**src/hdl/cfpl_pkg.sv**
```systemverilog
// ----------------------------------------------------------------------------
// cfpl_pkg
// types, codes and defaults for the circular fifo with pop-last
// ----------------------------------------------------------------------------
package cfpl_pkg;

    localparam int DATA_W        = 32;
    localparam int DEPTH_W       = 5;
    localparam int MAX_DEPTH_DEF = 16;
    localparam int WORD_BITS_DEF = 32;
    localparam logic [DEPTH_W-1:0] DEPTH_RESET = 5'd16;

    typedef enum logic [1:0] {
        ACT_WRITE  = 2'd0,
        ACT_READ   = 2'd1,
        ACT_DELETE = 2'd2
    } action_t;

    typedef enum logic [1:0] {
        STAT_DONE  = 2'd0,
        STAT_FULL  = 2'd1,
        STAT_EMPTY = 2'd2
    } status_t;

    typedef struct packed {
        logic [1:0] status;
        logic       is_full;
        logic       is_empty;
        logic       do_write;
        logic       do_read;
    } ctrl_res_t;

endpackage

```
**src/hdl/cfpl_cell.sv**
```systemverilog
// ----------------------------------------------------------------------------
// cfpl_cell
// one storage cell of the ring, with a pass-through read chain
// ----------------------------------------------------------------------------
module cfpl_cell
    import cfpl_pkg::*;
#(
    parameter int WORD_BITS = WORD_BITS_DEF,
    parameter int IDX_W     = 4,
    parameter int CELL_IDX  = 0
)
(
    input  logic                 clk,
    input  logic                 wr_en,
    input  logic [IDX_W-1:0]     wr_idx,
    input  logic [WORD_BITS-1:0] wr_word,
    input  logic [IDX_W-1:0]     rd_idx,
    input  logic [WORD_BITS-1:0] rd_in,
    output logic [WORD_BITS-1:0] rd_out
);

    localparam logic [IDX_W-1:0] MY_IDX = IDX_W'(CELL_IDX);

    logic [WORD_BITS-1:0] word_reg;

    always_ff @(posedge clk)
    begin
        if (wr_en && (wr_idx == MY_IDX))
        begin
            word_reg <= wr_word;
        end
    end

    assign rd_out = (rd_idx == MY_IDX) ? word_reg : rd_in;

endmodule

```
**src/hdl/cfpl_ctrl.sv**
```systemverilog
// ----------------------------------------------------------------------------
// cfpl_ctrl
// head and tail pointers, full and empty flags, action decode
// ----------------------------------------------------------------------------
module cfpl_ctrl
    import cfpl_pkg::*;
#(
    parameter int MAX_DEPTH = MAX_DEPTH_DEF,
    parameter int IDX_W     = 4
)
(
    input  logic               clk,
    input  logic               rst_n,
    input  logic               accept,
    input  logic [1:0]         action,
    input  logic [DEPTH_W-1:0] depth_cfg,
    output logic [IDX_W-1:0]   head_idx,
    output logic [IDX_W-1:0]   tail_idx,
    output ctrl_res_t          res
);

    localparam int CW = ((IDX_W > DEPTH_W) ? IDX_W : DEPTH_W) + 1;
    localparam logic [CW-1:0] MAX_D = CW'(MAX_DEPTH);
    localparam logic [CW-1:0] ONE   = CW'(1);

    logic [IDX_W-1:0] head_reg, head_next;
    logic [IDX_W-1:0] tail_reg, tail_next;
    logic             full_reg, full_next;
    logic             empty_reg, empty_next;
    logic [CW-1:0]    depth_w;
    logic [CW-1:0]    eff_d;
    logic             ptr_eq;

    function automatic logic [IDX_W-1:0] step_fwd(input logic [IDX_W-1:0] idx,
                                                  input logic [CW-1:0] d);
        logic [CW-1:0] n;
        n = CW'(idx) + ONE;
        return (n >= d) ? '0 : n[IDX_W-1:0];
    endfunction

    function automatic logic [IDX_W-1:0] step_back(input logic [IDX_W-1:0] idx,
                                                   input logic [CW-1:0] d);
        logic [CW-1:0] n;
        n = (idx == '0) ? (d - ONE) : (CW'(idx) - ONE);
        if (n >= d)
        begin
            n = d - ONE;
        end
        return n[IDX_W-1:0];
    endfunction

    assign depth_w = CW'(depth_cfg);
    assign eff_d   = (depth_w == '0) ? ONE : ((depth_w > MAX_D) ? MAX_D : depth_w);
    assign ptr_eq  = (head_reg == tail_reg);

    always_comb
    begin
        head_next    = head_reg;
        tail_next    = tail_reg;
        full_next    = full_reg;
        empty_next   = empty_reg;
        res.status   = STAT_DONE;
        res.do_write = 1'b0;
        res.do_read  = 1'b0;
        case (action)
            ACT_WRITE:
            begin
                if (ptr_eq && !empty_reg)
                begin
                    res.status = STAT_FULL;
                end
                else
                begin
                    res.do_write = 1'b1;
                    head_next    = step_fwd(head_reg, eff_d);
                    if (head_next == tail_reg)
                    begin
                        full_next = 1'b1;
                    end
                    empty_next = 1'b0;
                end
            end
            ACT_READ:
            begin
                if (ptr_eq && !full_reg)
                begin
                    res.status = STAT_EMPTY;
                end
                else
                begin
                    res.do_read = 1'b1;
                    tail_next   = step_fwd(tail_reg, eff_d);
                    if (head_reg == tail_next)
                    begin
                        empty_next = 1'b1;
                    end
                    full_next = 1'b0;
                end
            end
            ACT_DELETE:
            begin
                if (ptr_eq && !full_reg)
                begin
                    res.status = STAT_EMPTY;
                end
                else
                begin
                    head_next = step_back(head_reg, eff_d);
                    if (head_next == tail_reg)
                    begin
                        empty_next = 1'b1;
                    end
                    full_next = 1'b0;
                end
            end
            default:
            begin
                res.status = STAT_DONE;
            end
        endcase
        res.is_full  = full_next;
        res.is_empty = empty_next;
    end

    always_ff @(posedge clk or negedge rst_n)
    begin
        if (!rst_n)
        begin
            head_reg  <= '0;
            tail_reg  <= '0;
            full_reg  <= 1'b0;
            empty_reg <= 1'b1;
        end
        else if (accept)
        begin
            head_reg  <= head_next;
            tail_reg  <= tail_next;
            full_reg  <= full_next;
            empty_reg <= empty_next;
        end
    end

    assign head_idx = head_reg;
    assign tail_idx = tail_reg;

endmodule

```
**src/hdl/circular_fifo_with_pop_last.sv**
```systemverilog
// ----------------------------------------------------------------------------
// circular_fifo_with_pop_last
// ring fifo over a row of storage cells, with push, pop and delete-last
// result: registered into the output register, or into the skid register while the output is held
// throughput: one item per cycle while the skid register is free, set by the single pointer update per cycle
// a two-deep output buffer keeps input open while one result waits
// reset: pointers zero, empty set, full clear, depth back to 16, store kept
// ----------------------------------------------------------------------------
module circular_fifo_with_pop_last
    import cfpl_pkg::*;
#(
    parameter int MAX_DEPTH = MAX_DEPTH_DEF,
    parameter int WORD_BITS = WORD_BITS_DEF
)
(
    input  logic               clk,
    input  logic               rst_n,
    input  logic               cfg_wr_en,
    input  logic [DEPTH_W-1:0] cfg_wr_data,
    input  logic               s_axis_tvalid,
    output logic               s_axis_tready,
    input  logic [DATA_W-1:0]  s_axis_tdata,   // write_data
    input  logic [1:0]         s_axis_tuser,   // action
    output logic               m_axis_tvalid,
    input  logic               m_axis_tready,
    output logic [DATA_W-1:0]  m_axis_tdata,   // read_data
    output logic [3:0]         m_axis_tuser    // status, is_full, is_empty
);

    localparam int IDX_W = (MAX_DEPTH > 1) ? $clog2(MAX_DEPTH) : 1;

    logic [DEPTH_W-1:0]   depth_reg;
    logic                 accept;
    logic [IDX_W-1:0]     head_idx;
    logic [IDX_W-1:0]     tail_idx;
    ctrl_res_t            res;
    logic [WORD_BITS-1:0] wr_word;
    logic [WORD_BITS-1:0] chain [MAX_DEPTH+1];
    logic [DATA_W+WORD_BITS-1:0] wr_ext;
    logic [DATA_W+WORD_BITS-1:0] rd_ext;
    logic [DATA_W-1:0]    rd_word;
    logic [DATA_W-1:0]    res_data;
    logic [3:0]           res_user;

    logic                 out_valid_reg, out_valid_next;
    logic [DATA_W-1:0]    out_data_reg, out_data_next;
    logic [3:0]           out_user_reg, out_user_next;
    logic                 skid_valid_reg, skid_valid_next;
    logic [DATA_W-1:0]    skid_data_reg, skid_data_next;
    logic [3:0]           skid_user_reg, skid_user_next;

    always_ff @(posedge clk or negedge rst_n)
    begin
        if (!rst_n)
        begin
            depth_reg <= DEPTH_RESET;
        end
        else if (cfg_wr_en)
        begin
            depth_reg <= cfg_wr_data;
        end
    end

    assign s_axis_tready = !skid_valid_reg;
    assign accept        = s_axis_tvalid && s_axis_tready;

    cfpl_ctrl #(
        .MAX_DEPTH (MAX_DEPTH),
        .IDX_W     (IDX_W)
    ) u_ctrl (
        .clk       (clk),
        .rst_n     (rst_n),
        .accept    (accept),
        .action    (s_axis_tuser),
        .depth_cfg (depth_reg),
        .head_idx  (head_idx),
        .tail_idx  (tail_idx),
        .res       (res)
    );

    assign wr_ext  = {{WORD_BITS{1'b0}}, s_axis_tdata};
    assign wr_word = wr_ext[WORD_BITS-1:0];
    assign chain[0] = '0;

    for (genvar i = 0; i < MAX_DEPTH; i++)
    begin : g_cell
        cfpl_cell #(
            .WORD_BITS (WORD_BITS),
            .IDX_W     (IDX_W),
            .CELL_IDX  (i)
        ) u_cell (
            .clk     (clk),
            .wr_en   (accept && res.do_write),
            .wr_idx  (head_idx),
            .wr_word (wr_word),
            .rd_idx  (tail_idx),
            .rd_in   (chain[i]),
            .rd_out  (chain[i+1])
        );
    end

    assign rd_ext   = {{DATA_W{1'b0}}, chain[MAX_DEPTH]};
    assign rd_word  = rd_ext[DATA_W-1:0];
    assign res_data = res.do_read ? rd_word : '0;
    assign res_user = {res.is_empty, res.is_full, res.status};

    always_comb
    begin
        out_valid_next  = out_valid_reg;
        out_data_next   = out_data_reg;
        out_user_next   = out_user_reg;
        skid_valid_next = skid_valid_reg;
        skid_data_next  = skid_data_reg;
        skid_user_next  = skid_user_reg;
        if (!out_valid_reg || m_axis_tready)
        begin
            if (skid_valid_reg)
            begin
                out_valid_next  = 1'b1;
                out_data_next   = skid_data_reg;
                out_user_next   = skid_user_reg;
                skid_valid_next = 1'b0;
            end
            else
            begin
                out_valid_next = accept;
                out_data_next  = res_data;
                out_user_next  = res_user;
            end
        end
        else if (accept)
        begin
            skid_valid_next = 1'b1;
            skid_data_next  = res_data;
            skid_user_next  = res_user;
        end
    end

    always_ff @(posedge clk or negedge rst_n)
    begin
        if (!rst_n)
        begin
            out_valid_reg  <= 1'b0;
            skid_valid_reg <= 1'b0;
        end
        else
        begin
            out_valid_reg  <= out_valid_next;
            skid_valid_reg <= skid_valid_next;
        end
    end

    always_ff @(posedge clk)
    begin
        out_data_reg  <= out_data_next;
        out_user_reg  <= out_user_next;
        skid_data_reg <= skid_data_next;
        skid_user_reg <= skid_user_next;
    end

    assign m_axis_tvalid = out_valid_reg;
    assign m_axis_tdata  = out_data_reg;
    assign m_axis_tuser  = out_user_reg;

endmodule

```
**config.mk**
```make
export PLATFORM = sky130hd
export DESIGN_NAME = circular_fifo_with_pop_last
export DESIGN_NICKNAME = d
export VERILOG_FILES = /design/src/hdl/cfpl_pkg.sv /design/src/hdl/cfpl_cell.sv /design/src/hdl/cfpl_ctrl.sv /design/src/hdl/circular_fifo_with_pop_last.sv
export SDC_FILE = /design/constraint.sdc
export NUM_CORES = 1
export LEC_CHECK = 0
export BUFFER_PORTS_ARGS = -buffer_cell sky130_fd_sc_hd__buf_2
export CAP_MARGIN = 20
export CORE_MARGIN = 2
export CORE_UTILIZATION = 30
export CTS_CLUSTER_SIZE = 12
export DETAILED_ROUTE_END_ITERATION = 6
export PLACE_DENSITY = 0.4
export SETUP_SLACK_MARGIN = 0.05
export SLEW_MARGIN = 40
export SYNTH_ARGS = -nofsm -noshare
export SYNTH_HDL_FRONTEND = slang
export SYNTH_HIERARCHICAL = 1
export SYNTH_SLANG_ARGS = --single-unit
```
**constraint.sdc**
```tcl
create_clock -name clk -period 16 [get_ports clk]
set_input_delay 0.8 -clock clk [delete_from_list [all_inputs] [get_ports clk]]
set_output_delay 0.8 -clock clk [all_outputs]
set_load 0.1 [all_outputs]
```
### Word-level counts from Yosys, hierarchy flattened

Cells that the tools add are included.

* bits in latches: 0
* input bits: 44
* logic and storage cells: 160
* memories kept: 0
* ROM bits: 0
* bits in writable memories: 0
* register bits: 601
* output and inout bits: 38

* reduce and logical (&&, ||, !) cells: 35
* add/sub/neg operators: 4
* shift-type cells: 0
* muxes and demuxes: 50
* equal/unequal tests: 38
* bitwise logic cells: 2
* multiply operators: 0
* order comparisons: 4
* divide/modulo/power cells: 0

Operators with widths (number)
* 2-to-1 mux 32 bit: 18
* equality test 4 bit, second input constant: 16
* equality test 4 x 3 -> 1 bit, second input constant: 8
* 2-to-1 mux 4 bit: 8
* logical AND 1 bit: 20
* >= comparator 6 bit: 3
* equality test 4 x 2 -> 1 bit, second input constant: 4
* equality test 4 bit: 4
* 2-to-1 mux 1 bit: 16
* 2-to-1 mux 6 bit: 2
* adder 4 x 1 -> 5 bit, second input constant: 2
* equality test 4 x 1 -> 1 bit, second input constant: 2
* logical NOT 4 bit: 2
* case mux 4 bit (2 select lines): 1
* logical NOT 6 bit: 1
* subtractor 6 x 1 -> 6 bit, second input constant: 1
* greater-than comparator 5 bit, second input constant: 1
* 2-to-1 mux 5 bit: 1
* subtractor 4 x 1 -> 5 bit, second input constant: 1
* logical NOT 1 bit: 4
* inequality test 2 bit, second input constant: 2
* case mux 2 bit (2 select lines): 1
* AND reduction 4 bit: 1
* nonzero test 2 bit: 2
* other kinds (11): 12

### Longest topological paths before layout

* depth after elaboration: 19
* depth in mapped cells: 20
* depth with buffers taken out: 19

### Modules after synthesis

The synthesis kept the hierarchy.

By module, submodules not included
* cfpl_cell at g_cell[10].u_cell ...: times used 6, area each 1524.0 µm², cells an instance 71, sequential area each 960.9 µm²
* cfpl_cell at g_cell[0].u_cell ...: times used 3, area each 1388.8 µm², cells an instance 70, sequential area each 960.9 µm²
* circular_fifo_with_pop_last: times used 1, area each 3246.9 µm², cells an instance 168, sequential area each 2338.5 µm²
* cfpl_cell at g_cell[11].u_cell ...: times used 2, area each 1505.2 µm², cells an instance 70, sequential area each 960.9 µm²
* cfpl_cell at g_cell[13].u_cell ...: times used 2, area each 1501.4 µm², cells an instance 70, sequential area each 960.9 µm²
* cfpl_cell at g_cell[1].u_cell ...: times used 2, area each 1392.6 µm², cells an instance 70, sequential area each 960.9 µm²
* cfpl_ctrl: times used 1, area each 1624.1 µm², cells an instance 205, sequential area each 251.5 µm²
* cfpl_cell at g_cell[15].u_cell: times used 1, area each 1501.4 µm², cells an instance 71, sequential area each 960.9 µm²

### Least setup slack after synthesis

Ideal clock, no wire load.

* path kind: reg2reg
* start point: reg u_ctrl.tail_reg[0] (netlist: u_ctrl/tail_idx[0])
* end point: reg out_data_reg[4] (netlist: m_axis_tdata[4]) (data pin)
* setup slack: 9.889 ns
* path buffers: 1
* stages on the path, launching flop included: 20
* data required time: 15.740 ns
* arrival: 5.851 ns
* clock period less this slack: 6.111 ns
* setup time: 0.260 ns
* cell sequence: dfrtp_1 nor4b_4 buf_6 mux2_1 mux2_1 mux2_4 mux2_1 mux2_4 mux2_4 mux2_4 mux2_1 mux2_4 mux2_4 mux2_4 mux2_4 mux2_4 mux2_4 mux2_4 and2_1 mux2_4

RTL lines
* start: declaration: RTL line cfpl_ctrl.sv:27 `logic [IDX_W-1:0] tail_reg, tail_next;`
* start signal: assignment: RTL line cfpl_ctrl.sv:137 `tail_reg <= tail_next;`
* end signal: assignment: RTL line circular_fifo_with_pop_last.sv:155 `out_data_reg <= out_data_next;`
* end: declaration: RTL line circular_fifo_with_pop_last.sv:46 `logic [DATA_W-1:0] out_data_reg, out_data_next;`

==> qor.yml <==
dr_total_vias: 13100
synth.avg_cell_area_um2: 19.0
slew_viol_final: 0
drive_gt1_share_pct: 47.8
endpoint_kind: "flop"
cp_data_arrival_time_ns: 6.64
cp_slowest_cell: "dfrtp_1"
port_buffers: 81
grt_max_degree: 40
internal_power_mw: 4.47
rsz0062_at_grt: "false"
chipWidth_um: 312
die_height_um: 312
grt_pass1_vias: 14100
start_util_pct: 30.1
clkSlewWorstSetupHoldPaths_ns: 0.06
wirelength_um: 62100
fp.coreArea_um2: 94600
grt_first_pass_wirelength_um: 94200
place.gp.congestion: 0.713
ys_seq_area_share_pct: 63.1
syn2layout_area_growth_pct: 15.1
ys.flop_type: "edfxtp_1"
maxCapViolCount: 0
setup-tns-final_ns: 0
viasPerCell: 4.40
p_per_area_nw_per_um2: 190
cp.required_ns: 16.35
ant_nets: 0
clk_latency_ns: 0.61
path_cells: "nor4b_4 -> buf_4 -> mux2_2 -> mux2_2 -> mux2_2 -> mux2_2 -> mux2_2 -> mux2_2 -> mux2_2 -> mux2_2 -> mux2_2 -> mux2_2 -> mux2_2 -> mux2_2 -> mux2_2 -> mux2_2 -> mux2_2 -> and2_1 -> mux2_2"
hold_class: "in2async"
fill_cells: 8946
die-area_um2: 97400
crit_fanout: 32
p_clk_share_pct: 25.7
status: "complete, no violations"
netlist_instances: 1500
cp-start-kind: "flop"
max_stage_delay_ns: 0.65
yosys-top-cells-area: "edfxtp_1, mux2_4, mux2_2, buf_12, dfrtp_1"
p_leak_nw: 12.0
synth_edf_count: 584
syn-cell-area_um2: 28500
postCtsHoldBufs: 0
vdd_ir_drop_max_v: 0.0000868
clock_skew_ns: 0.0174
antenna_found_initial: 7
synth_top_area_share_pct: 61.6
htreeDepth: 3
cts_resized: 0
synth_area_leader_cell: "edfxtp_1"
ys_ff_latch: 601
rows: 113
dr.pass1.iters: 4
power_switching_mw: 1.77
slew_headroom_pct: 48.0
min_period_ns: 6.30
cts_tree: "done"
grt_util_all_layers_pct: 12.7
rr_worst_depth: 19
p_comb_share_pct: 44.4
critical_path_class: "reg2reg"
seqPwrFrac_pct: 29.9
timing.fmax_ghz: 0.159
crit_top_cell: "mux2_2"
post_cts_buffers: 0
multi_input_area_um2: 9900
netSwitchingFraction_pct: 28.4
hpwl_um: 38600
yosys_warnings: 6
pin_count: 82
finalCritPeriodShare_pct: 39.3
clockRootBuffer: "clkbuf_16"
pre_cts_ws_ns: 9.69
clock_path_buffers: 3
cts_buffers: 72
tightest_slew_ns: 0.779
setup_slack_ns: 9.70
drt_iter0_drc: 790
synth.distinct_cells: 70
final-seq-area_um2: 18000
gr-total-overflow: 0
largest_register_ffs: 512
finalHoldViolations: 0
wl_per_cell_um: 20.8
fin_nets: 1725
setup_violations: 0
cts_sinks: 601
drc: 0
synthArstFlopShare_pct: 2.83
[cells in the mapped netlist (all sizes together), types with 2 or more instances]
cell type / count
edfxtp: 584
mux2: 554
buf: 65
and2: 36
nor2: 28
ha: 22
nand2: 22
inv: 16
o21ai: 16
dfrtp: 15
xnor2: 11
a21oi: 9
nand4b: 9
clkbuf: 8
nor4: 8
nor4bb: 8
nand2b: 7
o31ai: 7
xor2: 7
a31oi: 6
nand3: 6
mux2i: 4
nor4b: 4
o211ai: 4
a211oi: 3
a21o: 3
and3: 3
nand4: 3
nor3: 3
a41oi: 2
and4b: 2
dfstp: 2
nor2b: 2
o2111ai: 2
or3: 2
or4: 2
[through the flow]
stage               hold slack, ns  total power, mW  cell area (um^2)  util [%]  cells
floorplan                    0.470             4.25             28600         -   1531
global placement             0.486             4.69             30100      31.8   2833
detailed placement           0.517             4.71             30500      32.2   2850
CTS                          0.138             6.36             32800      34.7   2981
global route                 0.186             6.58             32800      34.7   2981
finish                       0.170             6.24             32800      34.7   2982
[power by group through the flow]
stage	Combinational (mW)	Sequential [mW]	Clock, mW
5_1_grt	2.98	1.87	1.73
2_1_floorplan	2.15	2.10	0
6_report	2.77	1.86	1.61
3_3_place_gp	2.80	1.90	0
3_5_place_dp	2.81	1.90	0
4_1_cts	2.82	1.87	1.67
[critical path: cells and delay by family, from the launching register on]
family | cells | cell delay, ns
muxes | 16 | 4.40
DFF | 1 | 0.65
buffers and inverters | 1 | 0.51
and+or+nand+nor | 2 | 0.45
[cells by family after synthesis]
| kind of cell | count (synthesis) | share of synthesized area [%] |
|---|---|---|
| adders and majority gates | 22 | 0.966 |
| muxes | 558 | 26.8 |
| and+or+nand+nor | 151 | 3.67 |
| other | 1 | 0.0132 |
| xor gates and xnor gates | 18 | 0.554 |
| DFF | 601 | 63.1 |
| AOI/OAI and AO/OA | 60 | 1.55 |
| buffers and inverters | 89 | 3.36 |
[final cells by class]
type                            count  share of cell area (%)
Sequential cell                   601                    54.8
Multi-Input combinational cell    841                    30.2
Clock buffer                       92                    6.05
Tap cell                         1265                    4.83
Timing Repair Buffer              127                    2.98
Clock inverter                     39                   0.946
Inverter                           16                   0.198
Antenna cell                        1                 0.00763
[metal layers]
metal	track usage (%)	share of wire, %
met4	3.97	2.0
met5	0	0.10
met2	20.7	47
met3	2.54	3.7
met1	17.0	48
[placed cells by master (no fill, tap or decap), types with 7 or more instances in the layout]
master and n:
a21oi_1 8, o31ai_1 7, and2_1 35, nor2_4 8
clkbuf_16 77, clkinv_1 18, xor2_1 7, clkinv_2 12
inv_1 13, buf_4 29, nand2_1 22, o21ai_1 8
dfrtp_1 14, buf_2 81, mux2_2 185, ha_1 22
mux2_1 10, xnor2_1 11, nor2_1 20, clkbuf_1 15
mux2_4 359, conb_1 32, edfxtp_1 584, o21ai_0 7
nor4bb_4 8
[path summary, 6_finish.rpt]
path                                                 from  slack [ns]                        endpoint
max                        u_ctrl/tail_idx[0]$_DFFE_PN0P_        9.70       m_axis_tdata[0]$_DFFE_PP_
min                                                 rst_n        0.17  u_ctrl/tail_idx[3]$_DFFE_PN0P_
max reg2reg                u_ctrl/tail_idx[0]$_DFFE_PN0P_        9.70       m_axis_tdata[0]$_DFFE_PP_
min reg2reg                  u_ctrl/empty_reg$_DFFE_PN1P_        0.53    u_ctrl/empty_reg$_DFFE_PN1P_
max in group asynchronous                           rst_n       15.44  u_ctrl/head_idx[3]$_DFFE_PN0P_
min in group clk                            s_axis_tvalid        0.42       m_axis_tvalid$_DFFE_PN0P_
(Power assumes the default switching activity.)
